$ cat src/hdl/rxts_pkg.sv
package rxts_pkg;

  // Field widths of the timestamp items
  localparam int SEC_W       = 40;
  localparam int NSEC_W      = 30;
  localparam int RAW_W       = 13;
  // Internal nanosecond width: room for one second plus a few ticks
  localparam int NSEC_INT_W  = 31;

  localparam int CLOCK_PERIOD_PS_DEF = 8000;
  localparam int PS_PER_NS           = 1000;

  localparam logic [NSEC_INT_W-1:0] NS_PER_SEC = NSEC_INT_W'(1000000000);

  // Phase width for a given period: holds values up to twice the period
  function automatic int phase_width(input int period_ps);
    return $clog2(period_ps) + 1;
  endfunction

  typedef struct packed {
    logic [SEC_W-1:0]  seconds_in;
    logic [NSEC_W-1:0] rising_nsec;
    logic [RAW_W-1:0]  meas_phase;
    logic              counter_ahead;
  } in_t;

  typedef struct packed {
    logic [SEC_W-1:0]  seconds_out;
    logic [NSEC_W-1:0] nsec_out;
    logic [RAW_W-1:0]  phase_out;
    logic [RAW_W-1:0]  raw_phase_out;
  } out_t;

  // Per-item context carried down the pipeline
  typedef struct packed {
    logic [SEC_W-1:0]      sec;
    logic [NSEC_INT_W-1:0] nsec;
    logic [RAW_W-1:0]      raw;
    logic                  ahead;
    logic                  fall;    // falling-edge values selected
    logic                  borrow;  // falling count borrowed a second
  } ctx_t;

endpackage

$ cat src/hdl/rx_timestamp_linearizer.sv
// Receive timestamp linearizer.
// Input channel (item, item_valid, item_stall) takes one coarse timestamp:
// seconds, rising-edge nanoseconds, raw phase and the counter-ahead flag.
// Output channel (result, result_valid, result_stall) gives the merged
// timestamp: seconds, nanoseconds, fine phase and the raw phase unchanged.
// tp_write_en / tp_write_data load the transition point; write it only while
// no item is in flight.
// Four register stages: phase reduction, unwrap and edge select, falling
// edge merge, nanosecond carry. An accepted item passes through them in
// that order to result; one item is accepted per cycle when the output is
// not stalled.
// Each stage has its own valid bit and loads whenever it is empty or its
// successor moves, so bubbles close up under a stall and items are neither
// lost nor repeated. item_stall rises only once every stage holds an item.
// Synchronous reset empties all stages and clears the transition point to 0.
module rx_timestamp_linearizer
  import rxts_pkg::*;
#(
  parameter int CLOCK_PERIOD_PS = CLOCK_PERIOD_PS_DEF
) (
  input  logic             clk,
  input  logic             rst,
  input  logic             item_valid,
  output logic             item_stall,
  input  in_t              item,
  output logic             result_valid,
  input  logic             result_stall,
  output out_t             result,
  input  logic             tp_write_en,
  input  logic [RAW_W-1:0] tp_write_data
);

  localparam int PH_W = phase_width(CLOCK_PERIOD_PS);

  logic [RAW_W-1:0] tp;

  logic            s1_ready, s2_ready, s3_ready, s4_ready;
  logic            s1_valid, s2_valid, s3_valid;
  ctx_t            s1_ctx, s2_ctx, s3_ctx;
  logic [PH_W-1:0] s1_ph, s1_tp;
  logic [PH_W-1:0] s2_phase, s3_phase;

  // Transition point register
  always_ff @(posedge clk) begin
    if (rst) begin
      tp <= '0;
    end else if (tp_write_en) begin
      tp <= tp_write_data;
    end
  end

  assign item_stall = !s1_ready;

  rxts_reduce #(.CLOCK_PERIOD_PS(CLOCK_PERIOD_PS)) u_reduce (
    .clk       (clk),
    .rst       (rst),
    .in_valid  (item_valid),
    .in_ready  (s1_ready),
    .item      (item),
    .tp        (tp),
    .out_valid (s1_valid),
    .out_ready (s2_ready),
    .ctx       (s1_ctx),
    .ph        (s1_ph),
    .tp_red    (s1_tp)
  );

  rxts_unwrap #(.CLOCK_PERIOD_PS(CLOCK_PERIOD_PS)) u_unwrap (
    .clk       (clk),
    .rst       (rst),
    .in_valid  (s1_valid),
    .in_ready  (s2_ready),
    .ctx_in    (s1_ctx),
    .ph        (s1_ph),
    .tp_red    (s1_tp),
    .out_valid (s2_valid),
    .out_ready (s3_ready),
    .ctx       (s2_ctx),
    .phase     (s2_phase)
  );

  rxts_merge #(.CLOCK_PERIOD_PS(CLOCK_PERIOD_PS)) u_merge (
    .clk       (clk),
    .rst       (rst),
    .in_valid  (s2_valid),
    .in_ready  (s3_ready),
    .ctx_in    (s2_ctx),
    .phase_in  (s2_phase),
    .out_valid (s3_valid),
    .out_ready (s4_ready),
    .ctx       (s3_ctx),
    .phase     (s3_phase)
  );

  rxts_carry #(.CLOCK_PERIOD_PS(CLOCK_PERIOD_PS)) u_carry (
    .clk       (clk),
    .rst       (rst),
    .in_valid  (s3_valid),
    .in_ready  (s4_ready),
    .ctx_in    (s3_ctx),
    .phase_in  (s3_phase),
    .out_valid (result_valid),
    .out_ready (!result_stall),
    .result    (result)
  );

  // An accepted item lands in the first stage
  a_accept_loads: assert property (@(posedge clk) disable iff (rst)
    item_valid && !item_stall |=> s1_valid)
    else $error("accepted item did not reach first stage");

  // Input stalls only when the first stage is occupied
  a_stall_full: assert property (@(posedge clk) disable iff (rst)
    item_stall |-> s1_valid)
    else $error("input stalled with empty first stage");

  // Nanoseconds always below one second after the carry stage
  a_nsec_range: assert property (@(posedge clk) disable iff (rst)
    result_valid |-> (NSEC_INT_W'(result.nsec_out) < NS_PER_SEC))
    else $error("nsec_out out of range");

  // Fine phase lies within one period where it fits the field
  a_phase_range: assert property (@(posedge clk) disable iff (rst)
    result_valid |-> (CLOCK_PERIOD_PS >= (2 ** RAW_W)) ||
                     (int'(result.phase_out) < CLOCK_PERIOD_PS))
    else $error("phase_out out of range");

endmodule

$ cat src/hdl/rxts_reduce.sv
module rxts_reduce
  import rxts_pkg::*;
#(
  parameter int CLOCK_PERIOD_PS = CLOCK_PERIOD_PS_DEF,
  localparam int PH_W = phase_width(CLOCK_PERIOD_PS)
) (
  input  logic             clk,
  input  logic             rst,
  input  logic             in_valid,
  output logic             in_ready,
  input  in_t              item,
  input  logic [RAW_W-1:0] tp,
  output logic             out_valid,
  input  logic             out_ready,
  output ctx_t             ctx,
  output logic [PH_W-1:0]  ph,
  output logic [PH_W-1:0]  tp_red
);

  localparam int RW    = (PH_W > RAW_W) ? PH_W : RAW_W;
  localparam int STEPS = ((2 ** RAW_W) - 1) / CLOCK_PERIOD_PS;
  localparam logic [RW-1:0] PERIOD = RW'(CLOCK_PERIOD_PS);

  // Modulo the period by a short chain of conditional subtracts
  function automatic logic [PH_W-1:0] reduce(input logic [RAW_W-1:0] v);
    logic [RW-1:0] acc;
    acc = RW'(v);
    for (int i = 0; i < STEPS; i++) begin
      if (acc >= PERIOD) acc = acc - PERIOD;
    end
    return PH_W'(acc);
  endfunction

  assign in_ready = !out_valid || out_ready;

  always_ff @(posedge clk) begin
    if (rst) begin
      out_valid <= 1'b0;
    end else if (in_ready) begin
      out_valid <= in_valid;
    end
  end

  // Stage register
  always_ff @(posedge clk) begin
    if (in_ready && in_valid) begin
      ctx.sec    <= item.seconds_in;
      ctx.nsec   <= NSEC_INT_W'(item.rising_nsec);
      ctx.raw    <= item.meas_phase;
      ctx.ahead  <= item.counter_ahead;
      ctx.fall   <= 1'b0;
      ctx.borrow <= 1'b0;
      ph         <= reduce(item.meas_phase);
      tp_red     <= reduce(tp);
    end
  end

endmodule

$ cat src/hdl/rxts_unwrap.sv
module rxts_unwrap
  import rxts_pkg::*;
#(
  parameter int CLOCK_PERIOD_PS = CLOCK_PERIOD_PS_DEF,
  localparam int PH_W = phase_width(CLOCK_PERIOD_PS)
) (
  input  logic            clk,
  input  logic            rst,
  input  logic            in_valid,
  output logic            in_ready,
  input  ctx_t            ctx_in,
  input  logic [PH_W-1:0] ph,
  input  logic [PH_W-1:0] tp_red,
  output logic            out_valid,
  input  logic            out_ready,
  output ctx_t            ctx,
  output logic [PH_W-1:0] phase
);

  localparam logic [PH_W-1:0] PERIOD = PH_W'(CLOCK_PERIOD_PS);
  localparam logic [PH_W-1:0] HALF   = PH_W'(CLOCK_PERIOD_PS / 2);
  localparam logic [PH_W-1:0] Q1     = PH_W'(CLOCK_PERIOD_PS / 4);
  localparam logic [PH_W-1:0] Q3     = PH_W'((3 * CLOCK_PERIOD_PS) / 4);
  localparam logic [NSEC_INT_W-1:0] TICK = NSEC_INT_W'(CLOCK_PERIOD_PS / PS_PER_NS);

  logic [PH_W-1:0]       phase_r;
  logic [PH_W-1:0]       sum_f;
  logic [PH_W-1:0]       phase_f;
  logic                  fall;
  logic                  underflow;
  logic [NSEC_INT_W-1:0] nsec_f;
  ctx_t                  ctx_next;

  // Rising and falling phase, each unwrapped into one period
  always_comb begin
    phase_r = (ph >= tp_red) ? ph - tp_red : ph + PERIOD - tp_red;
    sum_f   = phase_r + HALF;
    phase_f = (sum_f >= PERIOD) ? sum_f - PERIOD : sum_f;
    fall    = (phase_r > Q3) || (phase_r < Q1);
  end

  // Falling-edge count, borrowing a second on underflow
  always_comb begin
    underflow = ctx_in.ahead && (ctx_in.nsec < TICK);
    if (underflow) begin
      nsec_f = ctx_in.nsec + (NS_PER_SEC - TICK);
    end else if (ctx_in.ahead) begin
      nsec_f = ctx_in.nsec - TICK;
    end else begin
      nsec_f = ctx_in.nsec;
    end
  end

  // Context handed to the next stage
  always_comb begin
    ctx_next        = ctx_in;
    ctx_next.nsec   = fall ? nsec_f : ctx_in.nsec;
    ctx_next.fall   = fall;
    ctx_next.borrow = fall && underflow;
  end

  assign in_ready = !out_valid || out_ready;

  always_ff @(posedge clk) begin
    if (rst) begin
      out_valid <= 1'b0;
    end else if (in_ready) begin
      out_valid <= in_valid;
    end
  end

  always_ff @(posedge clk) begin
    if (in_ready && in_valid) begin
      ctx   <= ctx_next;
      phase <= fall ? phase_f : phase_r;
    end
  end

endmodule

$ cat src/hdl/rxts_merge.sv
module rxts_merge
  import rxts_pkg::*;
#(
  parameter int CLOCK_PERIOD_PS = CLOCK_PERIOD_PS_DEF,
  localparam int PH_W = phase_width(CLOCK_PERIOD_PS)
) (
  input  logic            clk,
  input  logic            rst,
  input  logic            in_valid,
  output logic            in_ready,
  input  ctx_t            ctx_in,
  input  logic [PH_W-1:0] phase_in,
  output logic            out_valid,
  input  logic            out_ready,
  output ctx_t            ctx,
  output logic [PH_W-1:0] phase
);

  localparam logic [PH_W-1:0] PERIOD = PH_W'(CLOCK_PERIOD_PS);
  localparam logic [PH_W-1:0] HALF   = PH_W'(CLOCK_PERIOD_PS / 2);
  localparam logic [NSEC_INT_W-1:0] TICK = NSEC_INT_W'(CLOCK_PERIOD_PS / PS_PER_NS);

  logic [PH_W-1:0] sum;
  logic            wrap;
  logic [PH_W-1:0] phase_sel;
  ctx_t            ctx_next;

  // Falling phase shifted back half a period; a wrap carries one tick
  always_comb begin
    sum  = phase_in + HALF;
    wrap = ctx_in.fall && (sum >= PERIOD);
    if (!ctx_in.fall) begin
      phase_sel = phase_in;
    end else if (wrap) begin
      phase_sel = sum - PERIOD;
    end else begin
      phase_sel = sum;
    end
  end

  // Tick carry and second borrow applied to the context
  always_comb begin
    ctx_next      = ctx_in;
    ctx_next.nsec = wrap ? ctx_in.nsec + TICK : ctx_in.nsec;
    ctx_next.sec  = ctx_in.borrow ? ctx_in.sec - SEC_W'(1) : ctx_in.sec;
  end

  assign in_ready = !out_valid || out_ready;

  always_ff @(posedge clk) begin
    if (rst) begin
      out_valid <= 1'b0;
    end else if (in_ready) begin
      out_valid <= in_valid;
    end
  end

  always_ff @(posedge clk) begin
    if (in_ready && in_valid) begin
      ctx   <= ctx_next;
      phase <= phase_sel;
    end
  end

endmodule

$ cat src/hdl/rxts_carry.sv
module rxts_carry
  import rxts_pkg::*;
#(
  parameter int CLOCK_PERIOD_PS = CLOCK_PERIOD_PS_DEF,
  localparam int PH_W = phase_width(CLOCK_PERIOD_PS)
) (
  input  logic            clk,
  input  logic            rst,
  input  logic            in_valid,
  output logic            in_ready,
  input  ctx_t            ctx_in,
  input  logic [PH_W-1:0] phase_in,
  output logic            out_valid,
  input  logic            out_ready,
  output out_t            result
);

  logic over;

  // Nanosecond overflow carries into seconds
  assign over     = ctx_in.nsec >= NS_PER_SEC;
  assign in_ready = !out_valid || out_ready;

  always_ff @(posedge clk) begin
    if (rst) begin
      out_valid <= 1'b0;
    end else if (in_ready) begin
      out_valid <= in_valid;
    end
  end

  always_ff @(posedge clk) begin
    if (in_ready && in_valid) begin
      result.seconds_out   <= ctx_in.sec + SEC_W'(over);
      result.nsec_out      <= NSEC_W'(over ? ctx_in.nsec - NS_PER_SEC : ctx_in.nsec);
      result.phase_out     <= RAW_W'(phase_in);
      result.raw_phase_out <= ctx_in.raw;
    end
  end

endmodule

$ cat config.mk
export PLATFORM = sky130hd
export DESIGN_NAME = rx_timestamp_linearizer
export DESIGN_NICKNAME = d
export VERILOG_FILES = /design/src/hdl/rxts_pkg.sv /design/src/hdl/rx_timestamp_linearizer.sv /design/src/hdl/rxts_reduce.sv /design/src/hdl/rxts_unwrap.sv /design/src/hdl/rxts_merge.sv /design/src/hdl/rxts_carry.sv
export SDC_FILE = /design/constraint.sdc
export NUM_CORES = 1
export LEC_CHECK = 0
export ABC_AREA = 0
export BUFFER_PORTS_ARGS = -buffer_cell sky130_fd_sc_hd__buf_4
export CAP_MARGIN = 20
export CORE_MARGIN = 2
export CORE_UTILIZATION = 56
export DETAILED_ROUTE_END_ITERATION = 12
export GPL_ROUTABILITY_DRIVEN = 0
export PLACE_DENSITY = 0.83
export SLEW_MARGIN = 20
export SYNTH_ARGS = -nofsm -noshare
export SYNTH_HDL_FRONTEND = slang
export SYNTH_SLANG_ARGS = --single-unit
export TNS_END_PERCENT = 1
$ cat constraint.sdc
create_clock -name clk -period 17.7 [get_ports clk]
set_clock_uncertainty 0.1 [all_clocks]
set_input_delay 3.54 -clock clk [delete_from_list [all_inputs] [get_ports clk]]
set_output_delay 3.54 -clock clk [all_outputs]
set_load 0.05 [all_outputs]
---- Yosys cells after proc, flatten, opt, wreduce, memory -nomap -nowiden ----
Index checks and enable logic that the tools add are counted.
storage, ports and cells
  flip-flop bits (word level) ............. 422
  word-level logic and storage cells ...... 83
  bits of input ports ..................... 102
operators by class
  $add $sub $neg .......................... 15
  muxes and demuxes ....................... 13
  reduce and logical (&&, ||, !) cells .... 18
  $lt $le $gt $ge ......................... 9
operators with widths
  operator                number
  $mux 31                 3
  $mux 30                 2
  $mux 13                 4
  $mux 14                 3
  $add 40x1->40           1
  $mux 40                 1
  $sub 40x1->40 const B   1
  $add 30x30->31 const B  1
  $add 31x4->31 const B   1
  $ge 31x30->1 const B    1
  $sub 30x4->31 const B   1
  $lt 30x4->1 const B     1
  $sub 30x30->30 const B  1
  $add 14x12->14 const B  2
  $ge 14x13->1 const B    2
  $sub 13x13->14 const B  2
  $sub 14x14->14          2
  $ge 13x13->1 const B    2
  $add 14x13->14 const B  1
  $ge 14x14->1            1
  $gt 14x13->1 const B    1
  $lt 14x11->1 const B    1
  $sub 14x13->14 const B  1
  $sub 13x13->13 const B  1
  3 further kinds         18

---- Logic depth before layout (Yosys ltp) ----
  depth after elaboration ................. 7
  depth in mapped cells ................... 22
  gate-level depth less buffers ........... 22

---- Cells and area by module ----
Synthesis repeated with hierarchy kept, for this count alone.
unflattened totals
  cells, all modules ...................... 1461
  area, all modules ....................... 19786.5 um2
modules (own cells, without submodules)
  module                   cells each  times used  area each (um2)
  rxts_unwrap              564         1           6309.8
  rxts_merge               387         1           5019.8
  rxts_carry               300         1           4366.7
  rxts_reduce              166         1           3608.5
  rx_timestamp_linearizer  44          1           481.7

---- Worst setup path after synthesis ----
No wires, ideal clock.
  path kind ............................... in2reg
  from .................................... input result_stall
  to ...................................... register u_unwrap.ctx[0] (netlist bit), enable pin
  buffers on the path ..................... 0
  setup time .............................. 0.712 ns
  stages on the path ...................... 2
  path slack .............................. 5.877 ns
  data arrival time ....................... 11.012 ns
  path through ............................ and3_1 a21boi_0
between the ends
  longest elaborated chain between the ends .. 5
ends and longest elaborated chain
  item                  line                            RTL
  from (decl)           rx_timestamp_linearizer.sv:27   input logic result_stall,
  $logic_not 1->1       rx_timestamp_linearizer.sv:103  .out_ready (!result_stall),
  $logic_or 1x1->1      rxts_carry.sv:22                assign in_ready = !out_valid || out_ready;
  $logic_or 1x1->1      rxts_merge.sv:48                assign in_ready = !out_valid || out_ready;
  $logic_or 1x1->1      rxts_unwrap.sv:62               assign in_ready = !out_valid || out_ready;
  $logic_and 1x1->1     rxts_unwrap.sv:73               if (in_ready && in_valid) begin
  to (signal assigned)  rxts_unwrap.sv:74               ctx <= ctx_next;
  to (decl)             rxts_unwrap.sv:16               output ctx_t ctx,
Every way passes these cells.
A chain may end at the register's enable or synchronous reset.

---- Worst setup path in the final report ----
  from .................................... input result_stall
  to ...................................... output item_stall
between the ends
  longest elaborated chain between the ends .. 6
ends and longest elaborated chain
  item              line                            RTL
  $logic_not 1->1   rx_timestamp_linearizer.sv:103
  $logic_or 1x1->1  rxts_carry.sv:22
  $logic_or 1x1->1  rxts_merge.sv:48
  $logic_or 1x1->1  rxts_unwrap.sv:62
  $logic_or 1x1->1  rxts_reduce.sv:34               assign in_ready = !out_valid || out_ready;
  $logic_not 1->1   rx_timestamp_linearizer.sv:52   assign item_stall = !s1_ready;
  to (decl)         rx_timestamp_linearizer.sv:24   output logic item_stall,
Every way passes these cells.

==> summary.md <==
| Metric | Value |
|---|---|
| Status | `completed` |
| Logic pwr share | `approximately 17%` |
| Req. time, crit path | `between 10000 and 15000 ps` |
| Clk root buf | `clkbuf_16` |
| Setup TNS | `0 ps` |
| Crit path max fanout | `5` |
| Vias in the first global route | `around 11000` |
| Layout area overhead | `17.65%` |
| Cells after Synth | `approximately 1400` |
| Die width | `between 150 and 200 um` |
| Fin nets | `between 1500 and 2000` |
| Sw Share | `25.96%` |
| Buffers added on ports | `between 150 and 200` |
| CP endpoint kind | `output pin` |
| Iteration-0 DRC Markers | `about 910` |
| CTS resizes | `0` |
| GR Util All Layers | `between 20% and 30%` |
| Slew at the pin closest to its max-slew limit | `between 900 and 1000 ps` |
| CP most frequent cell | `buf_4` |
| Largest net degree at the start of global routing | `between 70 and 80` |
| Startpoint types | `input pin` |
| Slew margin rel. | `between 30% and 40%` |
| Number of synthesized flops with an enable pin | `approximately 400` |
| ANT cells | `0` |
| Worst EP arrival | `approximately 4500 ps` |
| DP Wirelength | `roughly 26000 um` |
| Post-DRT Antenna Nets | `0` |
| Min Tclk post-route | `just over 8000 ps` |
| Largest vdd supply drop | `between 0.09 and 0.1 mV` |
| Io pins | `200` |
| Vias post-DR | `between 10000 and 15000` |
| Critical path origin | `result_stall` |
| Setup Fix Bufs, Post-CTS | `0` |
| Initial Utilization | `between 50% and 60%` |
| Hold Path Class | `flip-flop to flip-flop` |
| Finished Cell Area | `~22000 um2` |
| Hold Path Origin | `u_reduce.ctx[70]` |
| Htree depth | `2` |
| Final setup vio count | `0` |
| DRC | `0` |
| Post-synth top area cell | `edfxtp_1` |
| Final hold violations | `0` |
| Post-synthesis sequential area ratio | `about two thirds` |
| Crit path kind | `input pin to output pin` |
| Clock slew at the register clock pins of the worst setup and hold paths | `around 60 ps` |
| Crit-path max cell delay | `about 330 ps` |
| Rows | `67` |
| Max-cap viol count | `0` |
| Layout cells sized above 1 | `19.06%` |
| Grt total ovfl | `0` |
| Slowest cell on the critical path | `and3_1` |
| FF-to-FF Start | `u_merge.ctx[25]` |
| Power per cell area | `108.8 nW/um2` |
| Setup repair after global routing missed its margin | `false` |
| CTS tree | `built` |
| Clock power share | `between 30% and 40%` |
| Worst skew pair latency | `540 ps` |
| CP delay by family, top | `simple AND/OR/NAND/NOR gates` |
| TritonCTS Sinks | `about 420` |
| Routed len/inst | `approximately 17 um` |
| NetSw | `approximately 630 uW` |
| Synth cell types | `90` |
| Share of the synthesized area in the top cell type | `~63%` |
| Period utilisation layout | `~46%` |
| Cells along the critical path | `buf_4, and3_1, nand3_1, inv_1, buf_4` |
| Slew Viols, Final | `0` |
| F_max | `roughly 120 MHz` |
| Total routed wirelength | `35670 um` |
| Final Util | `66.61%` |
| Leakage dissipation | `slightly above 0.008 uW` |
| Post-synth top cells | `edfxtp_1, xnor2_1, nor2_1, nand2_1, xor2_1` |
| Crit path buf inv count | `3` |
| Count leader, synth | `edfxtp_1` |
| Synth Area per Inst | `about 14 um2` |
| Initial antenna violation count | `0` |
| Seq pwr share | `just under 50%` |
| Filler cells | `roughly 2300` |
| Die area | `approximately 35000 um2` |
| Synth Flop Type | `edfxtp_1` |
| Syn Nets | `~1500` |
| Placed inst area | `between 20000 and 25000 um2` |
| First-pass GRT wire length | `approximately 57000 um` |
| Area contributors post-synth | `edfxtp_1, xnor2_1, xor2_1` |
| R2R setup slack | `about 13000 ps` |
| CTS buffer count | `42` |
| Cts-stage hold buffer count | `0` |
| Synthesis-stage register bit count | `around 420` |
| Cell-internal power | `1790 uW` |
| Mapped Area | `about 19000 um2` |
| Die H | `around 190 um` |
| Core ar. | `approximately 33000 um2` |
| Post-synth ARST share | `0%` |
| First drt pass iteration count | `5` |
| Vias/cell | `between 5 and 6` |
| Clock tree buffer depth | `3` |
| Yosys Warn Count | `0` |
-- metal layers --
metal,share of wire [%],track usage [%]
met1,41,25.06
met2,50,35.26
met3,6.1,3.743
met4,2.9,7.056
met5,0,0
-- kinds of logic (layout without fill, tap and decap cells) --
kind of cell | count (synthesis) | count (layout) | synth area share (%)
fa+ha+maj | 55 | 55 | 3.961
compound gates | 162 | 162 | 6.373
mux | 23 | 23 | 1.259
simple gates | 438 | 438 | 12.19
buf+inv | 95 | 357 | 2.087
xor+xnor | 191 | 191 | 8.896
flops | 416 | 416 | 65.24
-- cell type report --
class | instances | area [um2] | share of cell area [%]
Clock inverter | 26 | 217.7 | 0.9797
Tap cell | 448 | 560.5 | 2.522
Inverter | 73 | 274.0 | 1.233
Sequential cell | 416 | 12320 | 55.45
Timing Repair Buffer | 207 | 1554 | 6.993
Clock buffer | 51 | 1085 | 4.881
Multi-Input combinational cell | 869 | 6210 | 27.94
-- flip-flops by register name, summed over array words and instances, names as in the netlist --
signal / cells
u_reduce.ctx: 78
u_reduce.out_valid: 1
u_merge.out_valid: 1
u_merge.ctx: 84
u_unwrap.out_valid: 1
u_carry.out_valid: 1
u_unwrap.ctx: 86
u_merge.phase: 13
u_reduce.tp_red: 14
u_reduce.ph: 14
tp: 13
u_unwrap.phase: 14
u_carry.result: 96
-- power groups by stage --
stage	logic, uW	registers, uW	clock network, uW
after global routing	452	1180	891
after floorplan	310	1200	0
after global placement	387	1190	0
after detailed placement	400	1200	0
final	405	1180	836
after CTS	404	1170	856
-- through the flow --
stage                     hold WS [ps]  setup WS (ps)  power (uW)  std cells
after global placement           300.9           9598        1579       2013
final                            305.7           9589        2417       2090
after CTS                        309.8           9587        2434       2090
after detailed placement         304.5           9590        1596       2013
after floorplan                  300.3           5877        1507       1380
after global routing             322.7           9492        2524       2090
-- worst paths after layout --
kind / to / depth (start not counted)
worst min-delay path: u_unwrap.ctx[70] / 0
worst max register to register: u_carry.result[88] / 20
worst max-delay path: item_stall / 5
worst min register to register: u_unwrap.ctx[70] / 0
-- cells in the final DEF (no fill, tap or decap), drive strengths merged, types with 10 or more instances in the layout --
cell / Yosys / final
a211oi: 11 / 11
a21boi: 10 / 10
a21oi: 35 / 35
and3: 20 / 20
buf: 11 / 207
clkbuf: 11 / 51
clkinv: 1 / 20
dfxtp: 17 / 17
edfxtp: 399 / 399
ha: 47 / 47
inv: 72 / 74
mux2i: 20 / 20
nand2: 83 / 83
nand2b: 13 / 13
nand3: 55 / 55
nand4: 27 / 27
nor2: 85 / 85
nor2b: 18 / 18
nor3: 48 / 48
nor4: 28 / 28
o21ai: 31 / 31
or3: 14 / 14
xnor2: 114 / 114
xor2: 77 / 77
Note: power is estimated with default switching activity, not from simulation.
